### src/rtl/tdpt_pkg.sv
package tdpt_pkg;

   localparam int NUMBER_BITS    = 32;
   localparam int SMALLEST_PRIME = 2;

   typedef struct packed {
      logic load;
      logic div_start;
      logic advance;
   } cmd_type;

   typedef struct packed {
      logic below_two;
      logic square_over;
      logic div_done;
      logic rem_zero;
   } status_type;

endpackage

### src/rtl/tdpt_controller.sv
module tdpt_controller (
   input  logic                 clock,
   input  logic                 reset,
   input  logic                 req_valid,
   output logic                 req_stall,
   output logic                 rsp_valid,
   input  logic                 rsp_stall,
   output logic                 rsp_prime_flag,
   output tdpt_pkg::cmd_type    cmd,
   input  tdpt_pkg::status_type status
);

   localparam logic [1:0] ST_IDLE   = 2'd0;
   localparam logic [1:0] ST_CHECK  = 2'd1;
   localparam logic [1:0] ST_DIVIDE = 2'd2;
   localparam logic [1:0] ST_FINISH = 2'd3;

   logic [1:0] state_ff, state_in;
   logic       result_ff, result_in;
   logic       rsp_valid_ff, rsp_valid_in;
   logic       rsp_prime_flag_ff, rsp_prime_flag_in;
   logic       req_accept;

   assign req_stall  = (state_ff != ST_IDLE);
   assign req_accept = req_valid && !req_stall;

   always_comb begin
      state_in          = state_ff;
      result_in         = result_ff;
      rsp_valid_in      = rsp_valid_ff && rsp_stall;
      rsp_prime_flag_in = rsp_prime_flag_ff;
      cmd               = '0;
      case (state_ff)
         ST_IDLE: begin
            if (req_accept) begin
               cmd.load = 1'b1;
               state_in = ST_CHECK;
            end
         end
         ST_CHECK: begin
            if (status.below_two) begin
               result_in = 1'b0;
               state_in  = ST_FINISH;
            end else if (status.square_over) begin
               result_in = 1'b1;
               state_in  = ST_FINISH;
            end else begin
               cmd.div_start = 1'b1;
               state_in      = ST_DIVIDE;
            end
         end
         ST_DIVIDE: begin
            if (status.div_done) begin
               if (status.rem_zero) begin
                  result_in = 1'b0;
                  state_in  = ST_FINISH;
               end else begin
                  cmd.advance = 1'b1;
                  state_in    = ST_CHECK;
               end
            end
         end
         ST_FINISH: begin
            // wait for the output register to drain
            if (!rsp_valid_ff || !rsp_stall) begin
               rsp_valid_in      = 1'b1;
               rsp_prime_flag_in = result_ff;
               state_in          = ST_IDLE;
            end
         end
         default: begin
            state_in = ST_IDLE;
         end
      endcase
   end

   always_ff @(posedge clock) begin
      result_ff         <= result_in;
      rsp_prime_flag_ff <= rsp_prime_flag_in;
      if (reset) begin
         state_ff     <= ST_IDLE;
         rsp_valid_ff <= 1'b0;
      end else begin
         state_ff     <= state_in;
         rsp_valid_ff <= rsp_valid_in;
      end
   end

   assign rsp_valid      = rsp_valid_ff;
   assign rsp_prime_flag = rsp_prime_flag_ff;

`ifndef SYNTHESIS
   a_accept_to_check: assert property (@(posedge clock) disable iff (reset)
      req_accept |=> state_ff == ST_CHECK)
      else $error("accepted request did not start checking");

   a_small_not_prime: assert property (@(posedge clock) disable iff (reset)
      (state_ff == ST_CHECK && status.below_two) |=> (state_ff == ST_FINISH && !result_ff))
      else $error("small or negative value not rejected");

   a_factor_not_prime: assert property (@(posedge clock) disable iff (reset)
      (state_ff == ST_DIVIDE && status.div_done && status.rem_zero)
      |=> (state_ff == ST_FINISH && !result_ff))
      else $error("zero remainder not reported as composite");
`endif

endmodule

### config.mk
export PLATFORM = sky130hd
export DESIGN_NAME = tdpt_controller
export DESIGN_NICKNAME = d
export VERILOG_FILES = /design/src/rtl/tdpt_pkg.sv /design/src/rtl/tdpt_controller.sv
export SDC_FILE = /design/constraint.sdc
export NUM_CORES = 1
export LEC_CHECK = 0
export BUFFER_PORTS_ARGS = -buffer_cell sky130_fd_sc_hd__buf_4
export CELL_PAD_IN_SITES_DETAIL_PLACEMENT = 0
export CELL_PAD_IN_SITES_GLOBAL_PLACEMENT = 2
export CORE_MARGIN = 2
export CORE_UTILIZATION = 19
export DETAILED_ROUTE_END_ITERATION = 12
export PLACE_DENSITY = 0.7
export SYNTH_ARGS = -nofsm -noshare
export SYNTH_HDL_FRONTEND = slang
export SYNTH_SLANG_ARGS = --single-unit
### constraint.sdc
create_clock -name clock -period 1.16 [get_ports clock]
set_clock_uncertainty 0.05 [all_clocks]
set_input_delay 0.174 -clock clock [delete_from_list [all_inputs] [get_ports clock]]
set_output_delay 0.174 -clock clock [all_outputs]
set_load 0.02 [all_outputs]
Word-level counts from Yosys, hierarchy flattened

Index checks and enable logic that the tools add are counted.

Flip-flop bits (word level): 5
Bits of input ports: 8
Output and inout bits: 6
Logic and storage cells: 46

Equality and inequality tests: 8
Muxes and demuxes: 22
Reductions and logical operators: 12

Operators with widths:

| cell                                                                  | number |
|---|---|
| 1-bit 2-to-1 mux                                                      | 15 |
| 2-bit 2-to-1 mux                                                      | 5 |
| 2-bit inequality test, second input constant                          | 4 |
| 2-bit one-hot mux with 4 select lines                                 | 1 |
| 2-bit equality test, second input constant                            | 2 |
| 4-bit AND reduction                                                   | 1 |
| 2-bit nonzero test                                                    | 2 |
| 1-bit logical NOT                                                     | 3 |
| 3-bit inequality test, second input constant                          | 1 |
| 3-bit AND reduction                                                   | 1 |
| 2-bit by 1-bit equality test with 1-bit output, second input constant | 1 |
| 1-bit logical AND                                                     | 2 |
| 2-bit logical NOT                                                     | 1 |
| 1-bit one-hot mux with 2 select lines                                 | 1 |
| 2-bit AND reduction                                                   | 1 |
| 1-bit logical OR                                                      | 1 |

Logic depth before layout (Yosys ltp)

Gate-level depths: netlist of the first run.

Depth in word-level cells: 5
Depth in mapped cells: 4
Depth with buffers taken out: 3

Worst setup path after synthesis of the first run

OpenSTA, ideal clock, no wires.

Path kind: register to output
From: register state_ff[1]
To: output cmd[2] in the netlist's numbering
Data arrival time: 1.023 ns
Required time: 0.936 ns
Slack: -0.087 ns
Stages on the path, launching flop included: 4
Buffers on the path: 1
Cell sequence: dfxtp_1 buf_6 or2_1 nor2_1

RTL lines:

| item                     | RTL line              | RTL |
|---|---|---|
| start: declaration       | tdpt_controller.sv:18 | `logic [1:0] state_ff, state_in;` |
| start signal: assignment | tdpt_controller.sv:84 | `state_ff <= state_in;` |
| end: declaration         | tdpt_controller.sv:9  | `output tdpt_pkg::cmd_type cmd,` |

==> results of run 1 <==
==> sequential cells by signal, indices dropped and copies added (netlist names) <==
signal and cells:
rsp_valid 1, result_ff 1, rsp_prime_flag 1, state_ff 2
==> power by group through the flow <==
stage / logic, uW / clock network (uW) / registers, uW
after floorplan: 79.3 / 0 / 214
after global placement: 140 / 0 / 215
after detailed placement: 143 / 0 / 216
after CTS: 176 / 205 / 217
after global routing: 213 / 229 / 215
final: 199 / 200 / 212
==> critical path, stage by stage, from the launching register on <==
cell	delay [ns]
dfxtp_4	0.35
buf_6	0.11
or2_4	0.23
nor2_4	0.08
buf_6	0.12
==> layout make-up <==
cell class                 count  area share, %
tap                           15           3.72
timing repair buffer          20           32.0
multi-input combinational     20           31.8
inverter                       2           1.99
sequential                     5           25.3
clock buffer                   4           5.21
==> cell usage after synthesis <==
cell type	number	share of area, %
a21oi_1	3	5.7
a21oi_2	1	3.3
a32o_1	1	3.8
and3_1	1	2.4
buf_6	1	4.3
dfxtp_1	3	23
edfxtp_1	2	23
inv_1	1	1.4
inv_2	1	1.4
mux2i_1	1	3.8
nand2_1	2	2.8
nand2b_1	1	2.4
nor2_1	4	5.7
nor2b_1	1	2.4
nor3_1	1	1.9
nor3b_1	1	2.8
nor4_2	1	4.7
o31a_1	1	3.3
or2_1	1	2.4
==> kinds of logic after synthesis <==
kind of cell | after synthesis | share of synthesized area, %
buffers and inverters | 3 | 7.11
DFF | 5 | 45.5
AOI/OAI and AO/OA | 6 | 16.1
muxes | 1 | 3.79
and+or+nand+nor | 13 | 27.5
==> repair_timing <==
| item | CTS | global route |
|---|---|---|
| pin swaps | 4 | 4 |
| setup endpoints to repair | 4 | 6 |
| resized for setup | 9 | 5 |
| buffers inserted | 3 | 1 |
| cloned | 0 | 0 |
==> routing by layer <==
metal	share of wire [%]	routed length (um)	vias to the layer above	GRT usage [%]
met5	0	0	-	0
met2	55	427	13	22.3
met1	36	279	127	10.1
li1	-	-	145	-
met4	0	0	0	4.84
met3	8.9	69	0	6.52
==> stage by stage <==
step	total power, uW	utilization, %	instance area, um^2	hold WS (ns)	TNS, ns
CTS	598	37.0	482	0.0583	-0.787
floorplan	293	-	280	0.193	-0.00933
finish	611	38.8	504	0.0597	-0.745
detailed placement	358	31.3	408	0.308	-0.0373
global placement	355	31.3	408	0.306	-0.00686
global route	656	38.8	504	0.0452	-0.986
==> final timing paths <==
| kind | start | endpoint | slack, ns | cells past startpoint |
|---|---|---|---|---|
| max | state_ff[1] | cmd[2] | -0.20 | 4 |
| min | reset | state_ff[1] | 0.06 | 2 |
| max reg2reg | state_ff[1] | state_ff[0] | -0.06 | 6 |
| min reg2reg | result_ff | rsp_prime_flag | 0.37 | 0 |
==> reports/summary.txt, run 1 <==
Status -> complete, but fails checks
Violated checks -> setup timing
P&R area growth vs syn -> 91.0%
Fmax -> 0.735 GHz
Max-Cap Viols -> 0
Placement Setup Slack -> -0.0320 ns
Port buffer count -> 13
Final Hold Vio Count -> 0
WP data required -> 0.94 ns
Starting Density -> 20.3%
Power Dens Cells -> 1210 nW/um^2
Inserted Diodes -> 0
Drt drc -> 0
Mapped Nets -> 36
Final Max Slew Viols -> 0
Largest net degree at the start of global routing -> 8
Placed wire-length estimate -> 518 um
Final worst slack -> -0.200 ns
Boundary Pins -> 14
Path type of the worst setup path -> reg2out
Vias in the first global route -> 304
Critical Path Fanout Max -> 4
Chip height -> 41.3 um
Total Wirelength -> 777 um
Finish-stage setup viols -> 6
Wire length of the first global-routing pass -> 1180 um
Global Route Usage Sum -> 11.8%
Clock-pin slew on the worst setup and hold paths -> 0.04 ns
Clock sinks -> 5
Clock power frac -> 32.7%
Final Critical Period -> 1.36 ns
Die width -> 41.3 um
Slew margin rel. -> 88.7%
Yosys cell types -> 19
Sequential share of the synthesized area -> 45.5%
Hold crit path type -> in2reg
Final period util -> 117%
Mapped Cells -> 28
First-pass DRT Iterations -> 3
Placed cell count -> 58
Yosys warnings -> 0
CTS tree -> built
Clock Latency Late Sink -> 0.24 ns
Commonest non-fill, non-tap cell in the layout -> buf_4
Nets -> 60
Synth Register Bits -> 5
Clock H-tree levels -> 1
Reg area -> 128 um^2
Clock root buffer master -> clkbuf_4
Antenna viol nets, final -> 0
Avg Vias per Cell -> 4.32
Multi-input logic area -> 160 um^2
Final-layout fill cell count -> 139
Sequential Power Share -> 34.8%
Maximum VDD drop -> 867 uV
Core box area -> 1300 um^2
Grt total ovfl -> 0
Setup crit start kind -> flip-flop
Initial antenna violation count -> 0
CTS Hold Bufs -> 0
CTS buffer count -> 3
Sw Pwr -> 173 uW
DIE AREA -> 1700 um^2
Worst Max-Slew Pin Slew -> 0.165 ns
Switching Share -> 28.3%
P_int -> 438 uW
Max Buffers Root-to-Sink -> 2
Most frequent cells in the layout -> buf_4, a21oi_1, clkbuf_4, buf_6
Routed length per instance -> 11.8 um
Synth Cell Area -> 264 um^2
Arrival time worst endpoint -> 1.14 ns
Crit end category -> primary output
Final Non-Filler Cells -> 66
Comb pwr share -> 32.5%
Pleak -> 0.000223 uW
Layout cell share with drive strength beyond 1 -> 66.7%
Site Rows -> 13
DR vias -> 285
Unrepaired setup endpoints after global routing -> true
Final GP Congestion -> 0.715
Syn avg cell area -> 9.43 um^2
DR iter-0 viols -> 4
No activity file was read; power rests on OpenSTA's default activity.
==> inputs of run 2 (changes only) <==
Settings changed: CORE_MARGIN 2 to 1, PLACE_DENSITY 0.7 to 0.64, TNS_END_PERCENT set to 20.
==> run 2 against run 1 <==
  * The flow still finishes with violations (setup timing)
  * Routed wire length shrank 15%
  * Sequential power is essentially flat
  * Via count shrank 2.1%
  * Register-to-register slack gained 0.07 ns
  * Combinational power shrank 9.5%
  * Maximum frequency grew 5.4%
  * Critical endpoint is now cmd[1]
  * Clock-buffer cell count is the same
  * Final cell count grew 1.5%
  * Non-clock buffer count grew 1
  * Flip-flop and latch count is the same
  * Setup slack gained 0.070 ns
==> reports/summary.txt, run 2 (synthesis gave the netlist of run 1 again) <==
Switching Share -> 27.0% (-1.2 points)
CP max-delay cell -> dfxtp_4
Final Critical Period -> 1.29 ns (-0.0701 ns)
First-pass DRT Iterations -> 2 (-1)
GRT Max-Usage Layer -> met2
Drt drc -> 0 (unchanged)
Largest reg by FF count -> state_ff
Power Dens Cells -> 1200 nW/um^2 (-0.71%)
Most frequent cells in the layout -> buf_4, nor2_1, a21oi_1, clkbuf_4
Final Max Slew Viols -> 0 (unchanged)
Largest net degree at the start of global routing -> 6 (-2)
Core box area -> 1300 um^2 (unchanged)
Commonest non-fill, non-tap cell in the layout -> buf_4
Max Buffers Root-to-Sink -> 2 (unchanged)
Final GP Congestion -> 0.739 (+3.4%)
Global Route Usage Sum -> 12.4% (+0.52 points)
DIE AREA -> 1540 um^2 (-9.5%)
Crit end category -> primary output
Status -> complete, but fails checks
Worst Max-Slew Pin Slew -> 0.198 ns (+0.0329 ns)
Slew margin rel. -> 86.8% (-1.9 points)
Layout cell share with drive strength beyond 1 -> 63.5% (-3.2 points)
CTS Hold Bufs -> 0 (unchanged)
Clock-pin slew on the worst setup and hold paths -> 0.04 ns (about the same)
R2R depth -> 3 (-3)
Total power -> 590 uW (-3.4%)
Final non-filler cell area -> 490 um^2 (-2.7%)
Sequential Power Share -> 36.4% (+1.6 points)
Setup crit start kind -> flip-flop
Unrepaired setup endpoints after global routing -> true
Comb pwr share -> 30.5% (-2.0 points)
Kind of cell adding the most delay to the critical path -> flip-flops
Nets -> 61 (+1.7%)
Final Hold Vio Count -> 0 (unchanged)
Hold Crit Depth -> 2 (unchanged)
Final core utilization -> 37.7% (-1.1 points)
Port buffer count -> 13 (unchanged)
CTS buffer count -> 3 (unchanged)
P&R area growth vs syn -> 85.8%
Pleak -> 0.000223 uW (-0.29%)
Antenna viol nets, final -> 0 (unchanged)
Max reg flops -> 2 (unchanged)
Clock root buffer master -> clkbuf_4
Clock H-tree levels -> 1 (unchanged)
Final worst slack -> -0.130 ns (+0.0701 ns)
DR iter-0 viols -> 3 (-1)
Initial antenna violation count -> 0 (unchanged)
Clock Latency Late Sink -> 0.24 ns (about the same)
Starting Density -> 20.3% (unchanged)
Placed cell count -> 59 (+1.7%)
Vias in the first global route -> 296 (-2.6%)
Final period util -> 111% (-6.0 points)
Met3 Usage GRT -> 8.52% (+2.0 points)
Chip height -> 39.3 um (-4.8%)
Grt total ovfl -> 0 (unchanged)
Wire length of the first global-routing pass -> 1200 um (+1.8%)
Violated checks -> setup timing
Met1 Use GR -> 13.1% (+3.1 points)
Path type of the worst setup path -> reg2out
Worst Path Buf+Inv -> 2 (unchanged)
Maximum VDD drop -> 671 uV (-23%)
Die width -> 39.3 um (-4.8%)
Routed length per instance -> 9.88 um (-16%)
Met2 Resource Use GR -> 21.3% (-1.0 points)
Crit. path cell count -> 3 (-1)
Hold crit path type -> in2reg
Slowest stage delay, CP -> 0.37 ns (+0.02 ns)
DR vias -> 279 (-2.1%)
Final Non-Filler Cells -> 67 (+1.5%)
Worst path cell trace -> inv_4, nor4_4, buf_4
WP data required -> 0.94 ns (about the same)
P_int -> 431 uW (-1.7%)
Placed Area -> 410 um^2 (+0.61%)
Site Rows -> 13 (unchanged)
Clock power frac -> 33.1% (+0.4 points)
Inserted Diodes -> 0 (unchanged)
Critical Path Fanout Max -> 4 (unchanged)
Placed wire-length estimate -> 472 um (-8.9%)
Fmax -> 0.775 GHz (+5.4%)
Sw Pwr -> 159 uW (-7.7%)
Total Wirelength -> 662 um (-15%)
Max-Cap Viols -> 0 (unchanged)
Finish-stage setup viols -> 4 (-2)
Avg Vias per Cell -> 4.16 (-3.6%)
Boundary Pins -> 14 (unchanged)
Clock sinks -> 5 (unchanged)
CTS tree -> built
Arrival time worst endpoint -> 1.07 ns (-0.07 ns)
[run 2: cell types whose count changed in the layout (fill, tap and decap cells not counted), sizes merged]
cell / change
buf: +1
[run 2: layout make-up]
type                            count  area, um^2
Fill cell                         145         811
Timing Repair Buffer               21         165
Multi-Input combinational cell     20         143
Sequential cell                     5         128
Clock buffer                        4        26.3
Tap cell                           15        18.8
Inverter                            2        10.0
[run 2: timing repair]
item                       4_1_cts  5_1_grt
buffers inserted                 4        0
setup endpoints to repair        6        7
resized for setup                7        3
pin swaps                        1        2
[run 2: metrics by stage]
stage	TNS (ns)	hold WS, ns	setup slack [ns]
after CTS	-0.401	0.0680	-0.128
after global placement	-0.0430	0.317	-0.0221
after detailed placement	-0.0606	0.318	-0.0280
after floorplan	-0.0378	0.193	-0.0283
final	-0.378	0.0761	-0.130
after global routing	-0.619	0.0678	-0.187
[run 2: power by group through the flow]
stage / Clock (uW) / Combinational, uW / Sequential, uW
2_1_floorplan: 0 / 78.5 / 213
4_1_cts: 202 / 175 / 215
5_1_grt: 217 / 194 / 217
6_report: 195 / 180 / 215
3_5_place_dp: 0 / 143 / 218
3_3_place_gp: 0 / 142 / 218
[run 2: path summary, 6_finish.rpt]
check | from | to | slack [ns]
hold reg to reg | result_ff | rsp_prime_flag | 0.37
setup / recovery | state_ff[0] | cmd[1] | -0.13
setup reg to reg | state_ff[1] | result_ff | 0.01
hold / removal | reset | rsp_valid | 0.08
[run 2: layer usage]
metal / vias to the layer above / share of wire, % / wire, um
met5: - / 0 / 0
met4: 0 / 0 / 0
met1: 127 / 41 / 269
li1: 147 / - / -
met3: 0 / 5.4 / 36
met2: 5 / 54 / 356
==> inputs of run 3 (changes only) <==
Settings changed: ABC_AREA set to 1, PLACE_DENSITY 0.64 to 0.67, REMOVE_ABC_BUFFERS set to 1.
Clock period 1.16 ns to 1.2 ns, I/O delays scaled along.
==> run 3 against run 2 <==
  * The flow still finishes with violations (setup timing)
  * Core utilization decreased by 2.2 points
  * Register-to-register slack improved by 0.07 ns
  * Die area increased by 0.46%
  * Routed wire length increased by 3.5%
  * Via count increased by 11%
  * Global-route usage decreased by 2.7 points
  * Final area decreased by 5.9%
  * Worst hold slack got worse by 0.032 ns
  * Total power increased by 6.4%
  * Final cell count increased by 9.0%
  * Non-clock buffer count decreased by 6
  * Critical path type unchanged
  * Largest cell class is now multi-input gates
==> reports/summary.txt, run 3 <==
Clock Latency Late Sink -> 0.25 ns (about the same)
Hold crit path type -> in2reg
DR iter-0 viols -> 4 (+1)
DIE AREA -> 1550 um^2 (+0.46%)
Vias in the first global route -> 241 (-19%)
Clock root buffer master -> clkbuf_4
Initial antenna violation count -> 0 (unchanged)
Dominant cell by count in the synthesized netlist -> nor2_1
Worst Path Buf+Inv -> 3 (+1)
Clock sinks -> 5 (unchanged)
CP startpoint -> state_ff[1]
First-pass DRT Iterations -> 4 (+2)
Met2 Resource Use GR -> 15.8% (-5.4 points)
Final-layout fill cell count -> 144 (-0.69%)
Antenna viol nets, final -> 0 (unchanged)
Max reg flops -> 2 (unchanged)
Port buffer count -> 13 (unchanged)
Grt total ovfl -> 0 (unchanged)
Area share of the leading cell type in the synthesized netlist -> 22.6% (-0.11 points)
Boundary Pins -> 14 (unchanged)
Min-delay src -> reset
Power Dens Cells -> 1360 nW/um^2 (+13%)
CTS tree -> built
GRT Max-Usage Layer -> met2
Clock H-tree levels -> 1 (unchanged)
Slew margin rel. -> 85.6% (-1.1 points)
Ranking of synthesized cells by area -> dfxtp_1, edfxtp_1, nor2_1
Nets -> 67 (+9.8%)
Reg-to-reg startpoint -> state_ff[1]
Clock-pin slew on the worst setup and hold paths -> 0.05 ns (about the same)
Pleak -> 0.000239 uW (+7.4%)
CTS Hold Bufs -> 0 (unchanged)
Chip height -> 39.4 um (+0.23%)
Total Wirelength -> 685 um (+3.5%)
Setup crit start kind -> flip-flop
Hold Crit Depth -> 2 (unchanged)
Starting Density -> 20.4% (+0.096 points)
Placed wire-length estimate -> 497 um (+5.4%)
Final Critical Period -> 1.30 ns
Final GP Congestion -> 0.776 (+5.0%)
Met3 Usage GRT -> 3.41% (-5.1 points)
Synth Register Bits -> 5 (unchanged)
Largest reg by FF count -> state_ff
Final core utilization -> 35.5% (-2.2 points)
Synth area leader -> dfxtp_1
Crit. path cell count -> 5 (+2)
Crit end category -> primary output
Met1 Use GR -> 9.90% (-3.3 points)
Kind of cell adding the most delay to the critical path -> flip-flops
Slowest stage delay, CP -> 0.32 ns (-0.05 ns)
Avg Vias per Cell -> 4.23 (+1.6%)
Worst Max-Slew Pin Slew -> 0.214 ns (+0.0158 ns)
Die width -> 39.4 um (+0.23%)
Yosys cell types -> 12 (-7)
Largest net degree at the start of global routing -> 8 (+2)
R2R depth -> 8 (+5)
Commonest non-fill, non-tap cell in the layout -> buf_4
Layout cell share with drive strength beyond 1 -> 44.8% (-19 points)
Synth Flop Type -> dfxtp_1
Routed length per instance -> 9.38 um (-5.0%)
DR vias -> 309 (+11%)
Max Buffers Root-to-Sink -> 2 (unchanged)
Status -> complete, but fails checks
Final period util -> 109%
Violated checks -> setup timing
Max-Cap Viols -> 0 (unchanged)
Syn avg cell area -> 6.80 um^2 (-28%)
P&R area growth vs syn -> 74.1%
Site Rows -> 13 (unchanged)
Inserted Diodes -> 0 (unchanged)
Finish-stage setup viols -> 4 (unchanged)
Final Hold Vio Count -> 0 (unchanged)
Yosys warnings -> 0 (unchanged)
Fmax -> 0.768 GHz
Mapped Cells -> 39 (+39%)
Drt drc -> 0 (unchanged)
Core box area -> 1300 um^2 (unchanged)
Sequential share of the synthesized area -> 45.3% (-0.21 points)
Worst path cell trace -> buf_6, nor2_4, inv_2, nor2_4, buf_6
Global Route Usage Sum -> 9.70% (-2.7 points)
Wire length of the first global-routing pass -> 938 um (-22%)
CTS buffer count -> 3 (unchanged)
Final worst slack -> -0.102 ns (+0.0276 ns)
Unrepaired setup endpoints after global routing -> true
Async S/R FF share, synth -> 0% (unchanged)
Final Max Slew Viols -> 0 (unchanged)
Path type of the worst setup path -> reg2out
Critical Path Fanout Max -> 3 (-1)
WP data required -> 0.97 ns (+0.03 ns)
Most frequent cells in the layout -> buf_4, nor2_1, nand2_1, inv_1, clkbuf_4
CP max-delay cell -> dfxtp_2
Arrival time worst endpoint -> 1.07 ns (about the same)
Synth Cell Area -> 265 um^2 (+0.47%)
Post-synth top cells -> nor2_1, inv_1, nand2_1
Maximum VDD drop -> 385 uV (-43%)
EDFF count, synth -> 2 (unchanged)
Hold WS -> 0.0438 ns (-0.0323 ns)
run 3: cell families after synthesis:
family / synth area share [%]
AO/OA/AOI/OAI: 6.13
AND/OR/NAND/NOR: 37.3
flip-flops: 45.3
buffers and inverters: 11.3
run 3: area by class of cell:
| cell class | count | area, um^2 | share of cell area (%) |
|---|---|---|---|
| clock buffer | 4 | 26.3 | 5.69 |
| inverter | 8 | 30.0 | 6.50 |
| multi-input combinational | 26 | 141 | 30.6 |
| timing repair buffer | 15 | 120 | 26.0 |
| sequential | 5 | 125 | 27.1 |
| tap | 15 | 18.8 | 4.07 |
run 3: metrics by stage:
stage / instance area [um^2] / power (uW) / setup slack, ns / setup TNS (ns) / instances
6_report: 462 / 628 / -0.102 / -0.300 / 73
5_1_grt: 462 / 670 / -0.172 / -0.588 / 73
4_1_cts: 433 / 607 / -0.111 / -0.340 / 72
3_5_place_dp: 389 / 383 / 0.102 / 0 / 68
3_3_place_gp: 389 / 383 / 0.109 / 0 / 68
2_1_floorplan: 265 / 311 / -0.140 / -0.140 / 39
run 3: report_power, final:
part	internal, uW	switching [uW]
logic	95.5	111
registers	201	17.6
clock network	126	75.7
run 3: worst register-to-register path, cell delays in order (launching register included):
cell	delay [ns]
dfxtp_2	0.32
buf_6	0.12
buf_4	0.12
nand2_1	0.10
inv_1	0.05
nand2_1	0.07
nand3_2	0.06
nor2_1	0.09
nor2_1	0.05
run 3: path summary, 6_finish.rpt:
check / end / slack (ns)
setup / recovery: cmd[2] / -0.10
hold / removal: rsp_valid / 0.04
setup reg to reg: state_ff[0] / 0.08
hold reg to reg: rsp_prime_flag / 0.37
run 3: what timing repair did:
item,4_1_cts,5_1_grt
setup buffers,0,1
resized for setup,5,7
endpoints found under the setup margin,4,4
pin swaps,1,2
run 3: routing by layer:
layer	up-vias	share of wire, %
met4	0	1.6
li1	161	-
met2	12	48
met1	134	44
met5	-	0
met3	2	6.4
